<file path="src/rtl/i2cmts_pkg.sv">
// Shared types and codes for the two-wire bus master sequencer.
// Used by the top level, its output stage and its checker.
package i2cmts_pkg;

    localparam logic [1:0] OP_LOAD  = 2'd0;
    localparam logic [1:0] OP_READ  = 2'd1;
    localparam logic [1:0] OP_START = 2'd2;
    localparam logic [1:0] OP_EVENT = 2'd3;

    localparam logic [3:0] EV_START      = 4'd0;
    localparam logic [3:0] EV_RESTART    = 4'd1;
    localparam logic [3:0] EV_ADDR_W_ACK = 4'd2;
    localparam logic [3:0] EV_DATA_TX_ACK = 4'd3;
    localparam logic [3:0] EV_DATA_RX_ACK = 4'd4;
    localparam logic [3:0] EV_ADDR_R_ACK = 4'd5;
    localparam logic [3:0] EV_DATA_RX_NACK = 4'd6;
    localparam logic [3:0] EV_ARB_LOST   = 4'd7;
    localparam logic [3:0] EV_OTHER      = 4'd12;

    localparam logic [2:0] ACT_NONE    = 3'd0;
    localparam logic [2:0] ACT_SEND    = 3'd1;
    localparam logic [2:0] ACT_RX_ACK  = 3'd2;
    localparam logic [2:0] ACT_RX_NACK = 3'd3;
    localparam logic [2:0] ACT_STOP    = 3'd4;
    localparam logic [2:0] ACT_START   = 3'd5;
    localparam logic [2:0] ACT_RELEASE = 3'd6;

    localparam logic [3:0] ERR_NONE = 4'd0;
    localparam logic [3:0] ERR_SAT  = 4'd13;

    typedef struct packed {
        logic [2:0] action;
        logic       tx_sel;
        logic       rd_sel;
        logic       busy;
        logic       ok;
        logic [3:0] err;
    } t_info;

endpackage

</file>
<file path="src/rtl/i2cmts_out_stage.sv">
// Result pipeline: merges the buffer read data with the decided result and
// holds it in an output register. Depends on i2cmts_pkg.
module i2cmts_out_stage (
    input  logic                i_clk,
    input  logic                i_rst_n,
    input  logic                i_push,
    input  i2cmts_pkg::t_info   i_info,
    input  logic [7:0]          i_mem_q,
    output logic                o_can_push,
    output logic                o_valid,
    input  logic                i_ready,
    output logic [2:0]          o_bus_action,
    output logic [7:0]          o_transmit_byte,
    output logic [7:0]          o_read_data,
    output logic                o_busy_res,
    output logic                o_last_ok,
    output logic [3:0]          o_error_code
);
    import i2cmts_pkg::*;

    logic  r_s1_valid;
    t_info r_s1_info;
    logic  r_out_valid;
    logic  advance;

    assign advance    = r_s1_valid && (!r_out_valid || i_ready);
    assign o_can_push = !r_s1_valid || advance;
    assign o_valid    = r_out_valid;

    always_ff @(posedge i_clk) begin
        if (!i_rst_n) begin
            r_s1_valid  <= 1'b0;
            r_out_valid <= 1'b0;
        end else begin
            if (i_push) begin
                r_s1_valid <= 1'b1;
            end else if (advance) begin
                r_s1_valid <= 1'b0;
            end
            if (advance) begin
                r_out_valid <= 1'b1;
            end else if (i_ready) begin
                r_out_valid <= 1'b0;
            end
        end
    end

    always_ff @(posedge i_clk) begin
        if (i_push) begin
            r_s1_info <= i_info;
        end
        if (advance) begin
            o_bus_action    <= r_s1_info.action;
            o_transmit_byte <= r_s1_info.tx_sel ? i_mem_q : 8'd0;
            o_read_data     <= r_s1_info.rd_sel ? i_mem_q : 8'd0;
            o_busy_res      <= r_s1_info.busy;
            o_last_ok       <= r_s1_info.ok;
            o_error_code    <= r_s1_info.err;
        end
    end

endmodule

</file>
<file path="src/rtl/i2c_master_transaction_sequencer.sv">
// Top level of the two-wire bus master transaction sequencer.
// Depends on i2cmts_pkg and i2cmts_out_stage.
//
// Usage: each request on the input channel (i_valid / o_ready) carries an
// opcode: load a buffer byte, read a buffer byte, start a transaction, or
// report a bus status event. Every request gives exactly one result on the
// output channel (o_valid / i_ready) with the next bus action, the byte to
// transmit, the read data and the busy, success and error status.
// The state flags are updated when the request is taken, and the message
// buffer is a synchronous memory read at the same clock edge; the read data
// and the decision pass through one holding stage and the output register.
// The decision and read data are registered in the holding stage and then in the
// output register, which drives o_valid. A new request is taken every cycle while
// the receiver takes the results, so the throughput is one request per cycle.
// A synchronous active-low reset clears the flags, pointer and size and
// empties the pipeline; buffer contents are undefined until written.
// When the receiver stalls, the output register and the holding stage fill
// and o_ready drops until the result is taken.
module i2c_master_transaction_sequencer #(
    parameter int BUFFER_DEPTH = 32
) (
    input  logic       i_clk,
    input  logic       i_rst_n,
    input  logic       i_valid,
    output logic       o_ready,
    input  logic [1:0] i_opcode,
    input  logic [4:0] i_index,
    input  logic [7:0] i_load_byte,
    input  logic [5:0] i_message_size,
    input  logic [3:0] i_bus_event,
    input  logic [7:0] i_received_byte,
    output logic       o_valid,
    input  logic       i_ready,
    output logic [2:0] o_bus_action,
    output logic [7:0] o_transmit_byte,
    output logic [7:0] o_read_data,
    output logic       o_busy_res,
    output logic       o_last_ok,
    output logic [3:0] o_error_code
);
    import i2cmts_pkg::*;

    localparam int AW = (BUFFER_DEPTH > 1) ? $clog2(BUFFER_DEPTH) : 1;
    localparam int PW = $clog2(BUFFER_DEPTH + 1);
    localparam int SW = (PW > 6) ? PW : 6;

    logic [7:0]    r_mem [BUFFER_DEPTH];
    logic [7:0]    r_mem_q;
    logic [PW-1:0] r_ptr, n_ptr;
    logic [PW-1:0] r_size, n_size;
    logic          r_busy, n_busy;
    logic          r_ok, n_ok;
    logic [3:0]    r_err, n_err;

    logic          accept;
    logic          can_push;
    logic          idx_ok;
    logic [SW-1:0] size_ext;
    logic [SW-1:0] size_sat;
    logic [PW-1:0] ptr_base;
    logic [PW-1:0] ptr_bump;
    logic [PW-1:0] rx_ptr;
    logic          ptr_in_buf;
    logic          tx_more;
    logic          rx_last;
    logic          mem_we;
    logic          mem_re;
    logic [AW-1:0] wr_addr;
    logic [AW-1:0] rd_addr;
    logic [7:0]    wr_data;
    t_info         info;

    assign o_ready = can_push;
    assign accept  = i_valid && can_push;

    assign idx_ok     = 32'(i_index) < 32'(BUFFER_DEPTH);
    assign size_ext   = SW'(i_message_size);
    assign size_sat   = (size_ext > SW'(BUFFER_DEPTH)) ? SW'(BUFFER_DEPTH) : size_ext;
    assign ptr_in_buf = r_ptr < PW'(BUFFER_DEPTH);
    assign ptr_bump   = ptr_in_buf ? r_ptr + PW'(1) : r_ptr;
    assign ptr_base   = (i_bus_event == EV_START || i_bus_event == EV_RESTART) ? '0 : r_ptr;
    assign tx_more    = (ptr_base < r_size) && (ptr_base < PW'(BUFFER_DEPTH));
    assign rx_ptr     = (i_bus_event == EV_DATA_RX_ACK) ? ptr_bump : r_ptr;
    assign rx_last    = ({1'b0, rx_ptr} + (PW+1)'(1)) >= {1'b0, r_size};

    always_comb begin
        n_ptr   = r_ptr;
        n_size  = r_size;
        n_busy  = r_busy;
        n_ok    = r_ok;
        n_err   = r_err;
        mem_we  = 1'b0;
        mem_re  = 1'b0;
        wr_addr = AW'(i_index);
        rd_addr = AW'(i_index);
        wr_data = i_load_byte;
        info    = '0;
        unique case (i_opcode)
            OP_LOAD: begin
                mem_we = idx_ok;
            end
            OP_READ: begin
                mem_re      = idx_ok;
                info.rd_sel = idx_ok;
            end
            OP_START: begin
                if (!r_busy) begin
                    n_size      = PW'(size_sat);
                    n_busy      = 1'b1;
                    n_ok        = 1'b0;
                    n_err       = ERR_NONE;
                    info.action = ACT_START;
                end
            end
            OP_EVENT: begin
                if (r_busy) begin
                    case (i_bus_event) inside
                        EV_START, EV_RESTART, EV_ADDR_W_ACK, EV_DATA_TX_ACK: begin
                            rd_addr = AW'(ptr_base);
                            if (tx_more) begin
                                mem_re      = 1'b1;
                                info.tx_sel = 1'b1;
                                info.action = ACT_SEND;
                                n_ptr       = ptr_base + PW'(1);
                            end else begin
                                n_ptr       = ptr_base;
                                n_ok        = 1'b1;
                                n_busy      = 1'b0;
                                info.action = ACT_STOP;
                            end
                        end
                        EV_DATA_RX_ACK, EV_ADDR_R_ACK: begin
                            if (i_bus_event == EV_DATA_RX_ACK) begin
                                wr_addr = AW'(r_ptr);
                                wr_data = i_received_byte;
                                mem_we  = ptr_in_buf;
                                n_ptr   = ptr_bump;
                            end
                            info.action = rx_last ? ACT_RX_NACK : ACT_RX_ACK;
                        end
                        EV_DATA_RX_NACK: begin
                            wr_addr     = AW'(r_ptr);
                            wr_data     = i_received_byte;
                            mem_we      = ptr_in_buf;
                            n_ok        = 1'b1;
                            n_busy      = 1'b0;
                            info.action = ACT_STOP;
                        end
                        EV_ARB_LOST: begin
                            info.action = ACT_START;
                        end
                        default: begin
                            n_err       = (i_bus_event >= EV_OTHER) ? ERR_SAT
                                                                    : i_bus_event + 4'd1;
                            n_busy      = 1'b0;
                            info.action = ACT_RELEASE;
                        end
                    endcase
                end
            end
            default: begin
            end
        endcase
        info.busy = n_busy;
        info.ok   = n_ok;
        info.err  = n_err;
    end

    always_ff @(posedge i_clk) begin
        if (accept && mem_we) begin
            r_mem[wr_addr] <= wr_data;
        end
        if (accept && mem_re) begin
            r_mem_q <= r_mem[rd_addr];
        end
    end

    always_ff @(posedge i_clk) begin
        if (!i_rst_n) begin
            r_ptr  <= '0;
            r_size <= '0;
            r_busy <= 1'b0;
            r_ok   <= 1'b0;
            r_err  <= ERR_NONE;
        end else if (accept) begin
            r_ptr  <= n_ptr;
            r_size <= n_size;
            r_busy <= n_busy;
            r_ok   <= n_ok;
            r_err  <= n_err;
        end
    end

    i2cmts_out_stage u_out_stage (
        .i_clk           (i_clk),
        .i_rst_n         (i_rst_n),
        .i_push          (accept),
        .i_info          (info),
        .i_mem_q         (r_mem_q),
        .o_can_push      (can_push),
        .o_valid         (o_valid),
        .i_ready         (i_ready),
        .o_bus_action    (o_bus_action),
        .o_transmit_byte (o_transmit_byte),
        .o_read_data     (o_read_data),
        .o_busy_res      (o_busy_res),
        .o_last_ok       (o_last_ok),
        .o_error_code    (o_error_code)
    );

endmodule

</file>
<file path="config.mk">
export PLATFORM = sky130hd
export DESIGN_NAME = i2c_master_transaction_sequencer
export DESIGN_NICKNAME = d
export VERILOG_FILES = /design/src/rtl/i2cmts_pkg.sv /design/src/rtl/i2cmts_out_stage.sv /design/src/rtl/i2c_master_transaction_sequencer.sv
export SDC_FILE = /design/constraint.sdc
export NUM_CORES = 1
export LEC_CHECK = 0
export BUFFER_PORTS_ARGS = -buffer_cell sky130_fd_sc_hd__clkbuf_2
export CAP_MARGIN = 20
export CORE_ASPECT_RATIO = 0.6
export CORE_MARGIN = 2
export CORE_UTILIZATION = 40
export DETAILED_ROUTE_END_ITERATION = 6
export PLACE_DENSITY_LB_ADDON = 0.25
export SLEW_MARGIN = 20
export SYNTH_ARGS = -nofsm -noshare
export SYNTH_HDL_FRONTEND = slang
export SYNTH_SLANG_ARGS = --single-unit
export TNS_END_PERCENT = 50
</file>
<file path="constraint.sdc">
create_clock -name i_clk -period 4.69 [get_ports i_clk]
set_input_delay 0.7035 -clock i_clk [delete_from_list [all_inputs] [get_ports i_clk]]
set_output_delay 0.7035 -clock i_clk [all_outputs]
set_load 0.05 [all_outputs]
</file>
==> flow_metrics.py <==
metrics = {
    "cells_and_area": {
        "fin_nets": 1213,
        "multi_input_area_um2": 4250,
        "ff_latch_area_um2": 9410,
        "drive_above_1_share": 0.174,
        "final.fill_count": 3097,
        "area_growth_pct": 13.8,
        "stdcell_count": 1644,
        "final_area_um2": 16000,
    },
    "yosys": {
        "ys_seq_elements": 320,
        "syn-num-nets": 1103,
        "synthFlopType": "edfxtp_1",
        "netlist-cell-type-count": 66,
        "synth_top_area_frac": 0.642,
        "synth_cells": 1044,
        "yosysWarnings": 0,
        "netlist_area_um2": 14000,
        "synth_edf_count": 300,
        "synth_area_leaders": "edfxtp_1 64%, nand2_1 4.8%, mux2i_1 4.2%, dfxtp_1 2.9%, a32oi_1 2.5%",
        "syn_avg_cell_area_um2": 13.4,
        "synth_commonest_cells": "300 x edfxtp_1, 181 x nand2_1, 63 x nor2_1",
        "synthArstFlopShare": 0,
        "ys_seq_area_frac": 0.671,
        "yosysMostFrequentCell": "edfxtp_1",
        "synth_top_area_cell": "edfxtp_1",
    },
    "grt": {
        "grt_max_degree": 40,
        "grt_pass1_wl_mm": 55.4,
        "grt_pass1_vias": 8418,
        "grt_antenna_before_repair": 1,
        "gr-usage-all-layers": 0.206,
        "gr-total-overflow": 0,
    },
    "timing": {
        "tightest_slew_ns": 1.07,
        "rsz0062_at_grt": "false",
        "slew_viol_final": 0,
        "relSlewSlack": 0.283,
        "whs_ns": 0.398,
        "period_share": 0.769,
        "min_period_ns": 3.61,
        "finClkSkew_ns": 0.0248,
        "fmax_ghz": 0.277,
        "finalSetupTns_ns": 0,
        "final-setup-viol-count": 0,
        "hold_viol_final": 0,
    },
    "min_path": {
        "min_delay_path_depth": 3,
        "hold_path_class": "input port to flop",
    },
    "clock_tree": {
        "clkSlewWorstSetupHoldPaths_ns": 0.06,
        "cts.sinks": 320,
        "cts_root_buf": "clkbuf_16",
        "cts_inserted_buffers": 29,
        "clk_path_buf_depth": 3,
        "tritoncts": "built",
        "post_cts_buffers": 0,
        "post_cts_resized": 0,
        "holdBufCountCts": 0,
        "htreeDepth": 1,
        "clk_latency_ns": 0.58,
    },
    "worst_setup_path": {
        "critical_path.cell_chain": "clkbuf_2, ha_1, buf_4, and2_1, o211ai_1, nor2_1, nor2_1, nor3_1, o21ai_1, nor2_1",
        "end_kind": "flop",
        "cp.arrival_ns": 3.80,
        "slowest_stage": "nor2_1",
        "crit_type": "input port to flop",
        "path_buf_inv": 2,
        "start_kind": "input port",
        "cp_max_fo": 11,
        "critPathTopFamily": "simple AND/OR/NAND/NOR gates",
        "worstPathRequired_ns": 4.88,
        "rr_worst_depth": 7,
        "slowest_delay_ns": 0.75,
        "cp_common_cell": "nor2_1",
        "cp.depth": 10,
    },
    "placement": {
        "dpl-instance-area_um2": 15100,
        "post-dp-hpwl_mm": 26.4,
        "dp.cells": 1590,
        "gp_congestion": 0.915,
        "io_buffers": 63,
    },
    "floorplan": {
        "start_util": 0.403,
        "die_y_um": 149,
        "fp.dieW_um": 246,
        "core_um2": 34800,
        "die_area_um2": 36600,
        "rows": 53,
        "pin_count": 64,
    },
    "drt": {
        "vias": 9274,
        "wl_per_cell_um": 23.0,
        "drc": 0,
        "via_per_inst": 5.64,
        "ant_nets": 0,
        "drt-pass1-iter-count": 7,
        "wl_mm": 37.8,
        "drtIter0Drc": 1229,
    },
    "pwr": {
        "power_mw": 5.80,
        "power.leakage_nw": 5.56,
        "power_density_nw_per_um2": 363,
        "vdd_drop_max_mv": 0.285,
    },
    "outcome": {
        "status": "finished, final reports clean",
    },
    "run": {
        "drv_cap": 0,
    },
}
kinds of logic (layout without fill, tap and decap cells):
kind of cell | Yosys count | after routing | synth area share
buf+inv | 66 | 197 | 0.0277
other cells | 0 | 2 | 0
flops | 320 | 320 | 0.671
fa+ha+maj | 22 | 22 | 0.0196
mux | 66 | 66 | 0.0520
compound gates | 160 | 160 | 0.0842
xor+xnor | 10 | 10 | 0.00624
simple gates | 400 | 400 | 0.140
flip-flops by register name, summed over array words and instances, names as in the netlist:
| signal | cells |
|---|---|
| r_busy | 1 |
| r_err | 4 |
| r_mem | 256 |
| r_mem_q | 8 |
| r_ok | 1 |
| r_ptr | 6 |
| r_size | 6 |
| u_out_stage.o_bus_action | 3 |
| u_out_stage.o_busy_res | 1 |
| u_out_stage.o_error_code | 4 |
| u_out_stage.o_last_ok | 1 |
| u_out_stage.o_read_data | 8 |
| u_out_stage.o_transmit_byte | 8 |
| u_out_stage.o_valid | 1 |
| u_out_stage.r_s1_info | 11 |
| u_out_stage.r_s1_valid | 1 |
worst reg2reg max path: cells and delay by family (launching register included):
family / cells / cell delay (ns)
flip-flops: 1 / 0.54
AO/OA/AOI/OAI: 2 / 0.77
AND/OR/NAND/NOR: 5 / 1.84
cell type report:
class,count,area share
timing repair buffer,126,0.0493
tap,467,0.0366
antenna,2,0.000313
clock inverter,15,0.00697
sequential,320,0.589
inverter,19,0.00446
clock buffer,37,0.0473
multi-input combinational,658,0.266
metrics by stage:
step / util / setup WS, ns
floorplan: - / 1.14
global placement: 0.434 / 0.635
detailed placement: 0.434 / 0.591
CTS: 0.459 / 1.17
global route: 0.459 / 0.797
finish: 0.459 / 1.08
placed cells by master, fill, tap and decap left out, types with 15 or more instances in the layout:
cell type | Yosys | layout
nor3_2 | 17 | 17
nor2_1 | 63 | 63
nand4_1 | 19 | 19
edfxtp_1 | 300 | 300
a31oi_1 | 26 | 26
a32oi_1 | 40 | 40
inv_1 | 18 | 18
clkbuf_2 | 0 | 63
buf_4 | 9 | 63
and2_1 | 23 | 23
dfxtp_1 | 20 | 20
a21oi_1 | 15 | 15
nor3_1 | 23 | 23
o21ai_0 | 19 | 19
mux2i_1 | 59 | 59
clkbuf_16 | 0 | 29
nand2_1 | 181 | 180
nand3_1 | 23 | 23
ha_1 | 22 | 22
power by group:
part | internal [mW] | switching [mW] | total (mW) | leakage [nW]
Clock | 1.20 | 1.03 | 2.23 | 0.419
Combinational | 0.116 | 0.288 | 0.404 | 2.25
Sequential | 3.15 | 0.0129 | 3.16 | 2.89
final timing paths:
kind / startpoint / end / slack, ns
setup / recovery: i_opcode[0] / r_mem[9][4]$_DFFE_PP_ / 1.08
hold / removal: i_valid / u_out_stage.r_s1_valid$_SDFFE_PN0P_ / 0.40
setup reg to reg: r_busy$_SDFFE_PN0P_ / r_mem[9][4]$_DFFE_PP_ / 1.14
hold reg to reg: u_out_stage.r_s1_info[1]$_DFFE_PP_ / u_out_stage.o_error_code[1]$_DFFE_PP_ / 0.42
layer usage:
| metal | global-route usage | part of all wire | vias to the layer above |
|---|---|---|---|
| met5 | 0 | 0 | - |
| met4 | 0.0364 | 0.014 | 0 |
| met3 | 0.0520 | 0.11 | 44 |
| met2 | 0.254 | 0.37 | 476 |
| met1 | 0.351 | 0.50 | 4576 |
| li1 | - | - | 4178 |
Power figures use the tool's default switching activity.
